**src/kmtt_pkg.sv**
```systemverilog
// Shared types and constants of the keyed multi-timer table
`timescale 1ns / 1ps

package kmtt_pkg;

    localparam int OP_W   = 2;
    localparam int ID_W   = 16;
    localparam int DUR_W  = 31;
    localparam int TIME_W = 32;
    localparam int KIND_W = 3;
    localparam int SLOT_W = 5;

    typedef enum logic [OP_W-1:0] {
        OP_SET   = 2'd0,
        OP_UNSET = 2'd1,
        OP_TICK  = 2'd2
    } op_t;

    typedef enum logic [KIND_W-1:0] {
        KIND_SET_OK     = 3'd0,
        KIND_SET_FULL   = 3'd1,
        KIND_UNSET_DONE = 3'd2,
        KIND_UNSET_MISS = 3'd3,
        KIND_EXPIRY     = 3'd4
    } kind_t;

    typedef struct packed {
        logic load;
        logic step;
        logic finish;
    } cmd_t;

    typedef struct packed {
        logic eval_hit;
        logic eval_last;
        logic hold_valid;
        logic out_free;
    } status_t;

endpackage

```
**src/kmtt_in_if.sv**
```systemverilog
// Input channel: timer commands and ticks
`timescale 1ns / 1ps

interface kmtt_in_if;
    logic                         valid;
    logic                         ready;
    logic [kmtt_pkg::OP_W-1:0]    opcode;
    logic [kmtt_pkg::ID_W-1:0]    owner_id;
    logic [kmtt_pkg::ID_W-1:0]    event_id;
    logic [kmtt_pkg::DUR_W-1:0]   duration_ms;
    logic                         is_periodic;
    logic [kmtt_pkg::TIME_W-1:0]  now_ms;

    modport source (
        output valid, opcode, owner_id, event_id, duration_ms, is_periodic, now_ms,
        input  ready
    );
    modport sink (
        input  valid, opcode, owner_id, event_id, duration_ms, is_periodic, now_ms,
        output ready
    );
endinterface

```
**src/kmtt_out_if.sv**
```systemverilog
// Output channel: command results and expiry events
`timescale 1ns / 1ps

interface kmtt_out_if;
    logic                         valid;
    logic                         ready;
    logic [kmtt_pkg::KIND_W-1:0]  kind;
    logic [kmtt_pkg::ID_W-1:0]    out_owner;
    logic [kmtt_pkg::ID_W-1:0]    out_event;
    logic [kmtt_pkg::SLOT_W-1:0]  slot_index;
    logic                         last;

    modport source (
        output valid, kind, out_owner, out_event, slot_index, last,
        input  ready
    );
    modport sink (
        input  valid, kind, out_owner, out_event, slot_index, last,
        output ready
    );
endinterface

```
**src/kmtt_ctrl.sv**
```systemverilog
// Controller state machine sequencing the slot scan of each set, unset or tick
`timescale 1ns / 1ps

module kmtt_ctrl (
    input  logic                       clk,
    input  logic                       rst_n,
    input  logic                       in_valid,
    input  logic [kmtt_pkg::OP_W-1:0]  in_op,
    output logic                       in_ready,
    output kmtt_pkg::cmd_t             cmd,
    input  kmtt_pkg::status_t          st
);

    typedef enum logic [1:0] {
        ST_IDLE,
        ST_SCAN,
        ST_DONE
    } state_t;

    state_t state_reg;
    state_t state_next;
    logic   stall;
    logic   op_known;

    always_comb
    begin
        stall      = st.eval_hit && st.hold_valid && !st.out_free;
        op_known   = (in_op == kmtt_pkg::OP_SET) || (in_op == kmtt_pkg::OP_UNSET) ||
                     (in_op == kmtt_pkg::OP_TICK);
        in_ready   = (state_reg == ST_IDLE);
        cmd        = '0;
        state_next = state_reg;
        case (state_reg)
            ST_IDLE:
            begin
                if (in_valid)
                begin
                    cmd.load = 1'b1;
                    if (op_known)
                    begin
                        state_next = ST_SCAN;
                    end
                end
            end
            ST_SCAN:
            begin
                if (!stall)
                begin
                    cmd.step = 1'b1;
                    if (st.eval_last)
                    begin
                        state_next = ST_DONE;
                    end
                end
            end
            ST_DONE:
            begin
                if (st.out_free)
                begin
                    cmd.finish = 1'b1;
                    state_next = ST_IDLE;
                end
            end
            default:
            begin
                state_next = ST_IDLE;
            end
        endcase
    end

    always_ff @(posedge clk or negedge rst_n)
    begin
        if (!rst_n)
        begin
            state_reg <= ST_IDLE;
        end
        else
        begin
            state_reg <= state_next;
        end
    end

endmodule

```
**src/kmtt_dp.sv**
```systemverilog
// Datapath: slot memories, active flags, scan pipeline and result register
`timescale 1ns / 1ps

module kmtt_dp #(
    parameter int NUM_SLOTS = 20
) (
    input  logic                          clk,
    input  logic                          rst_n,
    input  kmtt_pkg::cmd_t                cmd,
    output kmtt_pkg::status_t             st,
    input  logic [kmtt_pkg::OP_W-1:0]     in_opcode,
    input  logic [kmtt_pkg::ID_W-1:0]     in_owner,
    input  logic [kmtt_pkg::ID_W-1:0]     in_event,
    input  logic [kmtt_pkg::DUR_W-1:0]    in_duration,
    input  logic                          in_periodic,
    input  logic [kmtt_pkg::TIME_W-1:0]   in_now,
    output logic                          out_valid,
    input  logic                          out_ready,
    output logic [kmtt_pkg::KIND_W-1:0]   out_kind,
    output logic [kmtt_pkg::ID_W-1:0]     out_owner,
    output logic [kmtt_pkg::ID_W-1:0]     out_event,
    output logic [kmtt_pkg::SLOT_W-1:0]   out_slot,
    output logic                          out_last
);

    localparam int IDX_W  = (NUM_SLOTS > 1) ? $clog2(NUM_SLOTS) : 1;
    localparam int CNT_W  = $clog2(NUM_SLOTS + 1);
    localparam int ID_W   = kmtt_pkg::ID_W;
    localparam int DUR_W  = kmtt_pkg::DUR_W;
    localparam int TIME_W = kmtt_pkg::TIME_W;
    localparam int CFG_W  = 2 * ID_W + DUR_W + 1;
    localparam int OSW    = kmtt_pkg::SLOT_W;

    // item
    logic [kmtt_pkg::OP_W-1:0] op_reg;
    logic [ID_W-1:0]           owner_reg;
    logic [ID_W-1:0]           event_reg;
    logic [DUR_W-1:0]          dur_reg;
    logic                      per_reg;
    logic [TIME_W-1:0]         now_reg;

    // slot storage
    logic [CFG_W-1:0]     cfg_mem   [NUM_SLOTS];
    logic [TIME_W-1:0]    start_mem [NUM_SLOTS];
    logic [CFG_W-1:0]     cfg_rd_reg;
    logic [TIME_W-1:0]    start_rd_reg;
    logic [NUM_SLOTS-1:0] active_reg;

    // scan
    logic [CNT_W-1:0] rd_cnt_reg;
    logic             eval_valid_reg;
    logic [IDX_W-1:0] eval_idx_reg;
    logic             match_found_reg;
    logic [IDX_W-1:0] match_idx_reg;
    logic             free_found_reg;
    logic [IDX_W-1:0] free_idx_reg;

    // pending expiry
    logic             hold_valid_reg;
    logic [ID_W-1:0]  hold_owner_reg;
    logic [ID_W-1:0]  hold_event_reg;
    logic [IDX_W-1:0] hold_idx_reg;

    // result register
    logic                        out_valid_reg;
    logic [kmtt_pkg::KIND_W-1:0] out_kind_reg;
    logic [ID_W-1:0]             out_owner_reg;
    logic [ID_W-1:0]             out_event_reg;
    logic [OSW-1:0]              out_slot_reg;
    logic                        out_last_reg;

    logic                        out_kind_next;
    logic [kmtt_pkg::KIND_W-1:0] kind_next;
    logic [ID_W-1:0]             owner_next;
    logic [ID_W-1:0]             event_next;
    logic [OSW-1:0]              slot_next;
    logic                        last_next;

    logic              rd_more;
    logic [IDX_W-1:0]  rd_addr;
    logic              rd_en;
    logic [ID_W-1:0]   slot_owner;
    logic [ID_W-1:0]   slot_event;
    logic [DUR_W-1:0]  slot_dur;
    logic              slot_per;
    logic              eval_active;
    logic              key_hit;
    logic [TIME_W-1:0] elapsed;
    logic              expired;
    logic              is_set;
    logic              is_unset;
    logic              is_tick;
    logic              eval_hit;
    logic              set_hit;
    logic [IDX_W-1:0]  set_idx;
    logic              cfg_we;
    logic              start_we;
    logic [IDX_W-1:0]  wr_idx;
    logic              push_mid;
    logic              push_fin;
    logic              push;

    always_comb
    begin
        rd_more     = rd_cnt_reg < CNT_W'(NUM_SLOTS);
        rd_addr     = rd_cnt_reg[IDX_W-1:0];
        rd_en       = cmd.step && rd_more;
        {slot_owner, slot_event, slot_dur, slot_per} = cfg_rd_reg;
        eval_active = eval_valid_reg && active_reg[eval_idx_reg];
        key_hit     = eval_active && (slot_owner == owner_reg) && (slot_event == event_reg);
        elapsed     = now_reg - start_rd_reg;
        expired     = elapsed >= {1'b0, slot_dur};
        is_set      = (op_reg == kmtt_pkg::OP_SET);
        is_unset    = (op_reg == kmtt_pkg::OP_UNSET);
        is_tick     = (op_reg == kmtt_pkg::OP_TICK);
        eval_hit    = is_tick && eval_active && expired;
        set_hit     = match_found_reg || free_found_reg;
        set_idx     = match_found_reg ? match_idx_reg : free_idx_reg;
        cfg_we      = cmd.finish && is_set && set_hit;
        start_we    = cfg_we || (cmd.step && eval_hit && slot_per);
        wr_idx      = cmd.finish ? set_idx : eval_idx_reg;
        push_mid    = cmd.step && eval_hit && hold_valid_reg;
        push_fin    = cmd.finish && (!is_tick || hold_valid_reg);
        push        = push_mid || push_fin;

        st.eval_hit   = eval_hit;
        st.eval_last  = eval_valid_reg && (eval_idx_reg == IDX_W'(NUM_SLOTS - 1));
        st.hold_valid = hold_valid_reg;
        st.out_free   = !out_valid_reg || out_ready;
    end

    always_comb
    begin
        out_kind_next = 1'b0;
        kind_next     = kmtt_pkg::KIND_EXPIRY;
        owner_next    = hold_owner_reg;
        event_next    = hold_event_reg;
        slot_next     = OSW'(hold_idx_reg);
        last_next     = push_fin;
        if (push_fin && is_set)
        begin
            kind_next  = set_hit ? kmtt_pkg::KIND_SET_OK : kmtt_pkg::KIND_SET_FULL;
            owner_next = owner_reg;
            event_next = event_reg;
            slot_next  = set_hit ? OSW'(set_idx) : '0;
        end
        else if (push_fin && is_unset)
        begin
            out_kind_next = 1'b1;
            kind_next  = match_found_reg ? kmtt_pkg::KIND_UNSET_DONE
                                         : kmtt_pkg::KIND_UNSET_MISS;
            owner_next = owner_reg;
            event_next = event_reg;
            slot_next  = match_found_reg ? OSW'(match_idx_reg) : '0;
        end
    end

    always_ff @(posedge clk)
    begin
        if (cmd.load)
        begin
            op_reg    <= in_opcode;
            owner_reg <= in_owner;
            event_reg <= in_event;
            dur_reg   <= in_duration;
            per_reg   <= in_periodic;
            now_reg   <= in_now;
        end
        if (cfg_we)
        begin
            cfg_mem[wr_idx] <= {owner_reg, event_reg, dur_reg, per_reg};
        end
        if (start_we)
        begin
            start_mem[wr_idx] <= now_reg;
        end
        if (rd_en)
        begin
            cfg_rd_reg   <= cfg_mem[rd_addr];
            start_rd_reg <= start_mem[rd_addr];
            eval_idx_reg <= rd_addr;
        end
        if (cmd.step && key_hit && !match_found_reg)
        begin
            match_idx_reg <= eval_idx_reg;
        end
        if (cmd.step && eval_valid_reg && !eval_active && !free_found_reg)
        begin
            free_idx_reg <= eval_idx_reg;
        end
        if (cmd.step && eval_hit)
        begin
            hold_owner_reg <= slot_owner;
            hold_event_reg <= slot_event;
            hold_idx_reg   <= eval_idx_reg;
        end
        if (push)
        begin
            out_kind_reg  <= kind_next;
            out_owner_reg <= owner_next;
            out_event_reg <= event_next;
            out_slot_reg  <= slot_next;
            out_last_reg  <= last_next;
        end
    end

    always_ff @(posedge clk or negedge rst_n)
    begin
        if (!rst_n)
        begin
            active_reg      <= '0;
            rd_cnt_reg      <= '0;
            eval_valid_reg  <= 1'b0;
            match_found_reg <= 1'b0;
            free_found_reg  <= 1'b0;
            hold_valid_reg  <= 1'b0;
            out_valid_reg   <= 1'b0;
        end
        else
        begin
            if (cmd.load)
            begin
                rd_cnt_reg      <= '0;
                eval_valid_reg  <= 1'b0;
                match_found_reg <= 1'b0;
                free_found_reg  <= 1'b0;
            end
            if (cmd.step)
            begin
                rd_cnt_reg     <= rd_cnt_reg + CNT_W'(rd_more);
                eval_valid_reg <= rd_more;
                if (key_hit)
                begin
                    match_found_reg <= 1'b1;
                end
                if (eval_valid_reg && !eval_active)
                begin
                    free_found_reg <= 1'b1;
                end
                if (eval_hit)
                begin
                    hold_valid_reg <= 1'b1;
                    if (!slot_per)
                    begin
                        active_reg[eval_idx_reg] <= 1'b0;
                    end
                end
            end
            if (cmd.finish)
            begin
                hold_valid_reg <= 1'b0;
                if (cfg_we)
                begin
                    active_reg[set_idx] <= 1'b1;
                end
                if (is_unset && match_found_reg)
                begin
                    active_reg[match_idx_reg] <= 1'b0;
                end
            end
            if (push)
            begin
                out_valid_reg <= 1'b1;
            end
            else if (out_ready)
            begin
                out_valid_reg <= 1'b0;
            end
        end
    end

    assign out_valid = out_valid_reg;
    assign out_kind  = out_kind_reg;
    assign out_owner = out_owner_reg;
    assign out_event = out_event_reg;
    assign out_slot  = out_slot_reg;
    assign out_last  = out_last_reg;

`ifndef NO_ASSERTIONS
    a_push_into_free: assert property (@(posedge clk) disable iff (!rst_n)
        push |-> (!out_valid_reg || out_ready))
        else $error("result pushed while result register is held");

    a_finish_drains_hold: assert property (@(posedge clk) disable iff (!rst_n)
        cmd.finish |=> !hold_valid_reg)
        else $error("pending expiry left after finish");

    a_rd_bound: assert property (@(posedge clk) disable iff (!rst_n)
        rd_cnt_reg <= CNT_W'(NUM_SLOTS))
        else $error("scan read counter out of range");

    a_eval_bound: assert property (@(posedge clk) disable iff (!rst_n)
        eval_valid_reg |-> (eval_idx_reg <= IDX_W'(NUM_SLOTS - 1)))
        else $error("evaluated slot index out of range");

    a_kind_sel: assert property (@(posedge clk) disable iff (!rst_n)
        (push && out_kind_next) |-> (is_unset && cmd.finish))
        else $error("unset result pushed outside finish");
`endif

endmodule

```
**src/keyed_multi_timer_table_unit.sv**
```systemverilog
// Top level of the keyed multi-timer table
`timescale 1ns / 1ps
// Every set, unset or tick scans all NUM_SLOTS slots through the slot memory, one slot
// per cycle unless the scan is stalled, with a registered read: the single result of a set
// or unset is registered at the end of the scan, after which the next item is taken.
// Expiries stream out during the tick scan; a held result stalls it only at a further expiry.
// Reset clears every active flag and all control state; slot data is not cleared and needs
// no clearing pass, since a slot is always written before it becomes active.

module keyed_multi_timer_table_unit #(
    parameter int NUM_SLOTS = 20
) (
    input logic         clk,
    input logic         rst_n,
    kmtt_in_if.sink     req,
    kmtt_out_if.source  rsp
);

    kmtt_pkg::cmd_t    cmd;
    kmtt_pkg::status_t st;

    kmtt_ctrl u_ctrl (
        .clk      (clk),
        .rst_n    (rst_n),
        .in_valid (req.valid),
        .in_op    (req.opcode),
        .in_ready (req.ready),
        .cmd      (cmd),
        .st       (st)
    );

    kmtt_dp #(
        .NUM_SLOTS (NUM_SLOTS)
    ) u_dp (
        .clk         (clk),
        .rst_n       (rst_n),
        .cmd         (cmd),
        .st          (st),
        .in_opcode   (req.opcode),
        .in_owner    (req.owner_id),
        .in_event    (req.event_id),
        .in_duration (req.duration_ms),
        .in_periodic (req.is_periodic),
        .in_now      (req.now_ms),
        .out_valid   (rsp.valid),
        .out_ready   (rsp.ready),
        .out_kind    (rsp.kind),
        .out_owner   (rsp.out_owner),
        .out_event   (rsp.out_event),
        .out_slot    (rsp.slot_index),
        .out_last    (rsp.last)
    );

endmodule
```
**src/flat_wrapper.sv**
```systemverilog
// flat-port wrapper written by rule: the top's interface ports become plain ports
module keyed_multi_timer_table_unit_flat 
#(
    parameter int NUM_SLOTS = 20
)
  (clk, rst_n, req_valid, req_opcode, req_owner_id, req_event_id, req_duration_ms, req_is_periodic, req_now_ms, req_ready, rsp_valid, rsp_kind, rsp_out_owner, rsp_out_event, rsp_slot_index, rsp_last, rsp_ready);
  kmtt_in_if req_i ();
  kmtt_out_if rsp_i ();
  input logic clk;
  input logic rst_n;
  input wire logic [$bits(req_i.valid)-1:0] req_valid;
  input wire logic [$bits(req_i.opcode)-1:0] req_opcode;
  input wire logic [$bits(req_i.owner_id)-1:0] req_owner_id;
  input wire logic [$bits(req_i.event_id)-1:0] req_event_id;
  input wire logic [$bits(req_i.duration_ms)-1:0] req_duration_ms;
  input wire logic [$bits(req_i.is_periodic)-1:0] req_is_periodic;
  input wire logic [$bits(req_i.now_ms)-1:0] req_now_ms;
  output wire logic [$bits(req_i.ready)-1:0] req_ready;
  output wire logic [$bits(rsp_i.valid)-1:0] rsp_valid;
  output wire logic [$bits(rsp_i.kind)-1:0] rsp_kind;
  output wire logic [$bits(rsp_i.out_owner)-1:0] rsp_out_owner;
  output wire logic [$bits(rsp_i.out_event)-1:0] rsp_out_event;
  output wire logic [$bits(rsp_i.slot_index)-1:0] rsp_slot_index;
  output wire logic [$bits(rsp_i.last)-1:0] rsp_last;
  input wire logic [$bits(rsp_i.ready)-1:0] rsp_ready;
  assign req_i.valid = req_valid;
  assign req_i.opcode = req_opcode;
  assign req_i.owner_id = req_owner_id;
  assign req_i.event_id = req_event_id;
  assign req_i.duration_ms = req_duration_ms;
  assign req_i.is_periodic = req_is_periodic;
  assign req_i.now_ms = req_now_ms;
  assign req_ready = req_i.ready;
  assign rsp_valid = rsp_i.valid;
  assign rsp_kind = rsp_i.kind;
  assign rsp_out_owner = rsp_i.out_owner;
  assign rsp_out_event = rsp_i.out_event;
  assign rsp_slot_index = rsp_i.slot_index;
  assign rsp_last = rsp_i.last;
  assign rsp_i.ready = rsp_ready;
  keyed_multi_timer_table_unit #(.NUM_SLOTS(NUM_SLOTS)) u_core (.clk(clk), .rst_n(rst_n), .req(req_i), .rsp(rsp_i));
endmodule
```
**config.mk**
```make
export PLATFORM = sky130hd
export DESIGN_NAME = keyed_multi_timer_table_unit_flat
export DESIGN_NICKNAME = d
export VERILOG_FILES = /design/src/kmtt_pkg.sv /design/src/kmtt_in_if.sv /design/src/kmtt_out_if.sv /design/src/kmtt_ctrl.sv /design/src/kmtt_dp.sv /design/src/keyed_multi_timer_table_unit.sv /design/src/flat_wrapper.sv
export SDC_FILE = /design/constraint.sdc
export NUM_CORES = 2
export LEC_CHECK = 0
export ABC_AREA = 1
export ABC_CLOCK_PERIOD_IN_PS = 6700
export BUFFER_PORTS_ARGS = -buffer_cell sky130_fd_sc_hd__buf_2
export CORE_UTILIZATION = 25
export DETAILED_ROUTE_END_ITERATION = 16
export PLACE_DENSITY = 0.38
export REMOVE_ABC_BUFFERS = 1
export SLEW_MARGIN = 40
export SYNTH_ARGS = -nofsm -noshare
export SYNTH_HDL_FRONTEND = slang
export SYNTH_HIERARCHICAL = 1
export SYNTH_SLANG_ARGS = --single-unit
```
**constraint.sdc**
```tcl
create_clock -name clk -period 6.7 [get_ports clk]
set_input_delay 1.005 -clock clk [delete_from_list [all_inputs] [get_ports clk]]
set_output_delay 1.005 -clock clk [all_outputs]
set_load 0.02 [all_outputs]
```
---- Word level (Yosys, flattened, before mapping) ----
Memory sizes are Yosys's and may differ from the RTL's. A register that Yosys moved wholly into a read port is not among the register bits.
Index checks and enable logic that the tools add are counted.
cells by class
  multiply operators ...................... 0
  divide/modulo/power cells ............... 0
  multiplexer cells ....................... 60
  order comparisons ....................... 8
  shift-type cells ........................ 0
  bitwise logic cells ..................... 5
  add/sub/neg operators ................... 2
  eq/ne operators ......................... 14
  reduce and logical (&&, ||, !) cells .... 49
operator list
  kind                  count
  $mux W20              7
  $mux W16              4
  $and A20 B20 Y20      2
  $mux W5               8
  $not A20 Y20          2
  $eq A16 B16 Y1        2
  $ge A32 B31 Y1        1
  $sub A32 B32 Y32      1
  $mux W1               29
  $logic_and A1 B1 Y1   27
  $or A20 B20 Y20       1
  $lt A5 B6 Y1 const B  3
  $demux W1 S5          3
  $ge A5 B1 Y1 const B  3
  $mux W2               5
  $reduce_bool A2 Y1    4
  $logic_or A1 B1 Y1    7
  $eq A2 B1 Y1 const B  3
  $eq A2 B2 Y1 const B  3
  $logic_not A1 Y1      6
  $logic_not A2 Y1      3
  $mux W3               2
  $ne A2 B2 Y1 const B  3
  $pmux W2 S3           1
  7 further kinds       8
storage, ports and cells
  register bits after elaboration ......... 223
  memories ................................ 2
  latch bits .............................. 0
  memory bits (writable) .................. 1920
  memory bits (read-only) ................. 0
  output and inout bits ................... 43
memories
  name                   depth  width  rd ports  clocked after Yosys merged registers in  wr ports  RTL line       text
  u_core.u_dp.cfg_mem    20     64     1         1                                        1         kmtt_dp.sv:43  logic [CFG_W-1:0] cfg_mem [NUM_SLOTS];
  u_core.u_dp.start_mem  20     32     1         1                                        1         kmtt_dp.sv:44  logic [TIME_W-1:0] start_mem [NUM_SLOTS];

---- Depth between registers and ports, before layout ----
  word-level depth ........................ 16
  gate-level depth with buffers ........... 36
  depth with buffers taken out ............ 35

---- Modules after synthesis ----
The synthesis kept the hierarchy.
modules (own cells, without submodules)
  module     seq. area each (um^2)  area each (um^2)  instances  cells an instance
  kmtt_dp    67024.3                87888.0           1          6346
  kmtt_ctrl  50.0                   140.1             1          23

---- Least setup slack after synthesis ----
OpenSTA, ideal clock, no wires.
  kind .................................... register to register
  start ................................... register u_core.u_dp.now_reg[0]
  end ..................................... register u_core.u_dp.cfg_rd_reg[0] (read register of u_core.u_dp.cfg_mem), enable pin
  arrival ................................. 6.242 ns
  cell stages (with the launch flop) ...... 33
  setup slack ............................. 0.004 ns
  cells stage by stage .................... edfxtp_1 -> inv_1 -> ha_1 -> inv_1 -> fa_1 -> nand3_1 -> nand2_1 -> nand2_1 -> nand2_1 -> nand2_1 -> o21ai_1 -> a21boi_0 -> o21ai_1 -> nand2_1 -> o21ai_1 -> xor2_1 -> ha_1 -> a21oi_1 -> nor2_1 -> a211oi_1 -> o211ai_1 -> inv_2 -> nand2_2 -> nand2_2 -> inv_1 -> buf_4 -> nand2_1 -> nor2_1 -> nor3_1 -> clkbuf_1 -> buf_1 -> nand2_1 -> inv_1
RTL lines
  item                      RTL line        text
  start: declaration        kmtt_dp.sv:40   logic [TIME_W-1:0] now_reg;
  start signal: assignment  kmtt_dp.sv:167  now_reg <= in_now;
  end: declaration          kmtt_dp.sv:45   logic [CFG_W-1:0] cfg_rd_reg;

==> metrics.log <==
INFO  metric synth.distinct_cells = 53
INFO  metric vias_per_cell = 4.84
INFO  metric first_iter_violations = 4304
INFO  metric comb_power_share = 31.1%
INFO  metric worst_hold_slack = 0.251 ns
INFO  metric cp_common_cell = sky130_fd_sc_hd__nand2_1
INFO  metric synth_most_common_cell = sky130_fd_sc_hd__edfxtp_1
INFO  metric post_synth_edffs = 2207
INFO  metric port_bufs = 144
INFO  metric synth_area = 0.0880 mm2
INFO  metric sequential_share_of_the_synthesized_area = 76.2%
INFO  metric post_route_cells_drive_above_1_share = 11.3%
INFO  metric clock_insertion_delay_worst_skew = 0.94 ns
INFO  metric postSynthRegisterBits = 2239
INFO  metric final_cell_count_no_fill = 11343
INFO  metric start_kind = register
INFO  metric design.portCount = 145
INFO  metric numClockSinks = 2239
INFO  metric yosysTopAreaCell = sky130_fd_sc_hd__edfxtp_1
INFO  metric maxCapViolations = 0
INFO  metric tritoncts = done
INFO  metric gp_congestion = 0.795
INFO  metric synth-main-ff-cell = sky130_fd_sc_hd__edfxtp_1
INFO  metric pre_cts_slack = 0.750 ns
INFO  metric area_delta_synth_final = 17.5%
INFO  metric tightest_slew = 0.874 ns
INFO  metric multi_input_comb_area = 0.0190 mm2
INFO  metric worst-endpoint-arrival = 6.34 ns
INFO  metric antenna_found_initial = 13
INFO  metric worst_path_max_delay_cell = sky130_fd_sc_hd__buf_4
INFO  metric synth.cells.most_frequent = 2207 x sky130_fd_sc_hd__edfxtp_1, 968 x sky130_fd_sc_hd__nor2_1, 855 x sky130_fd_sc_hd__o21ai_0
INFO  metric p_sw = 16.2 mW
INFO  metric post-place-cells = 10883
INFO  metric cts_made_buffers = 243
INFO  metric post_cts_buffers = 0
INFO  metric gr-usage-all-layers = 16.4%
INFO  metric final_min_period_over_clock_period = 87.3%
INFO  metric fp.dieH = 595 um
INFO  metric clk_pin_slew_worst_paths = 0.06 ns
INFO  metric floorplan.initialDensity = 25.2%
INFO  metric largest_register_ff_count = 1280
INFO  metric power.internal = 27.7 mW
INFO  metric setup_violations = 0
INFO  metric worstSetupEndpointType = register
INFO  metric timing.critical_path.fanout_max = 32
INFO  metric fraction_of_registers_with_async_set_reset = 1.43%
INFO  metric p_per_area = 425 mW/mm2
INFO  metric synth_top_cells_by_area = sky130_fd_sc_hd__edfxtp_1 75%, sky130_fd_sc_hd__o21ai_0 4.9%, sky130_fd_sc_hd__nor2_1 4.1%
INFO  metric routedWlPerCell = 26.4 um
INFO  metric timing.final.max_slew_violations = 0
INFO  metric floorplan_die_width = 595 um
INFO  metric n_fill_cell = 35083
INFO  metric timing.max_slew.rel_slack = 41.7%
INFO  metric grt_overflow = 0
INFO  metric cp_slowest_stage_delay = 0.51 ns
INFO  metric clock-root-buffer = sky130_fd_sc_hd__clkbuf_16
INFO  metric route.vias.total = 54888
INFO  metric hold_wc_path_type = input port to register
INFO  metric final.min_clock_period = 5.85 ns
INFO  metric fp.dieArea = 0.354 mm2
INFO  metric outcome = finished clean
INFO  metric max-clock-path-buffers = 4
INFO  metric critPathKind = register to register
INFO  metric drt-pass1-iter-count = 8
INFO  metric core = 0.350 mm2
INFO  metric dp_hpwl = 163000 um
INFO  metric fmaxAchievable = 171 MHz
INFO  metric power_switching_share = 36.9%
INFO  metric synth_area_per_cell = 13.8 um2
INFO  metric drt_wl_total = 299000 um
INFO  metric nets = 6706
INFO  metric area.sequential = 0.0671 mm2
INFO  metric post_layout_worst_setup_margin = 0.853 ns
INFO  metric syn_inst = 6369
INFO  metric power.ir.vdd_worst = 0.000658 V
INFO  metric ctsHtreeMaxLevel = 4
INFO  metric clock_power_share = 29.9%
INFO  metric grt_max_degree = 161
INFO  metric setup_total_negative_slack = 0 ns
INFO  metric remaining_number_of_nets_flagged_by_the_antenna_check_after_routing = 0
INFO  metric hold_buffers = 1
INFO  metric synth_top_cell_area_share = 75.3%
INFO  metric ys.warnings.count = 6
INFO  metric cts.repair.resized = 0
INFO  metric power_frac_seq = 39.0%
INFO  metric finalClockSkew = 0.0848 ns
INFO  metric cellLeakagePower = 33.0 nW
INFO  metric hold_viol_final = 0
INFO  metric unrepaired_setup_endpoints_after_global_routing = false
INFO  metric first_global_vias = 54012
INFO  metric grt_first_pass_wirelength = 422000 um
INFO  metric placement_rows = 217
INFO  metric critPathRequiredTime = 7.19 ns
INFO  metric drc = 0
## worst paths after layout
check,start,to,slack (ns),depth (start not counted)
worst max-delay path,u_core/u_dp/now_reg[0]$_DFFE_PP_,u_core/u_dp/start_mem[15][28]$_DFFE_PP_,0.85,36
worst min-delay path,req_owner_id[11],u_core/u_dp/owner_reg[11]$_DFFE_PP_,0.25,1
worst max register to register,u_core/u_dp/now_reg[0]$_DFFE_PP_,u_core/u_dp/start_mem[15][28]$_DFFE_PP_,0.85,36
worst min register to register,u_core/u_dp/cfg_rd_reg[63]$_DFFE_PP_,u_core/u_dp/hold_owner_reg[15]$_DFFE_PN_,0.48,0
max in group asynchronous,rst_n,u_core/u_dp/active_reg[6]$_DFF_PN0_,5.67,2
min in group asynchronous,rst_n,u_core/u_ctrl/state_reg[0]$_DFFE_PN0P_,0.61,2
## cell families (layout without fill, tap and decap cells)
| kind of cell | after synthesis | after routing | share of synthesized area [%] |
|---|---|---|---|
| AOI/OAI and AO/OA | 1761 | 1761 | 12.4 |
| xor gates and xnor gates | 45 | 45 | 0.448 |
| adders and majority gates | 65 | 65 | 0.932 |
| buffers and inverters | 596 | 969 | 2.63 |
| DFF | 2239 | 2239 | 76.2 |
| other | 0 | 2 | 0 |
| and+or+nand+nor | 1663 | 1663 | 7.39 |
## layout by cell type (no fill, tap or decap), types with 132 or more instances in the layout
cell type and instances:
sky130_fd_sc_hd__nor2_1 945, sky130_fd_sc_hd__buf_2 144, sky130_fd_sc_hd__a21oi_1 132, sky130_fd_sc_hd__edfxtp_1 2207
sky130_fd_sc_hd__o221ai_1 151, sky130_fd_sc_hd__inv_1 160, sky130_fd_sc_hd__nand2_1 550, sky130_fd_sc_hd__clkbuf_16 248
sky130_fd_sc_hd__o22ai_1 266, sky130_fd_sc_hd__o21ai_0 854
## per-stage QoR
stage                     total power, mW  area (um2)  utilization (%)
after global placement               31.3       95200             27.2
after CTS                            44.5      103000             29.5
after detailed placement             31.3       95600             27.3
after global routing                 46.1      103000             29.5
after floorplan                      24.3       86400                -
final                                43.9      103000             29.5
## cell type report
cell class / count / share of cell area (%)
antenna: 2 / 0.00484
inverter: 180 / 0.684
clock inverter: 138 / 1.13
timing repair buffer: 341 / 3.09
multi-input combinational: 3534 / 18.4
sequential: 2239 / 64.9
tap: 4599 / 5.57
clock buffer: 310 / 6.26
## power groups by stage
| stage | Combinational [mW] | Clock, mW | Sequential, mW |
|---|---|---|---|
| 5_1_grt | 15.0 | 14.0 | 17.2 |
| 3_5_place_dp | 13.8 | 0 | 17.5 |
| 6_report | 13.7 | 13.1 | 17.1 |
| 3_3_place_gp | 13.8 | 0 | 17.5 |
| 2_1_floorplan | 6.70 | 0 | 17.6 |
| 4_1_cts | 13.9 | 13.5 | 17.2 |
## layer usage
metal  wire length, um  track usage, %
met5                23               0
met4              4870            3.05
met3             12700            1.97
met2            141000            26.9
met1            140000            23.4
## worst max-delay path: cells and delay by family, from the launching register on
family,cells,cell delay (ns)
xor gates and xnor gates,1,0.15
AOI/OAI and AO/OA,6,1.09
DFF,1,0.35
adders and majority gates,3,0.73
and+or+nand+nor,18,1.68
buffers and inverters,8,1.40
Power figures use the tool's default switching activity.
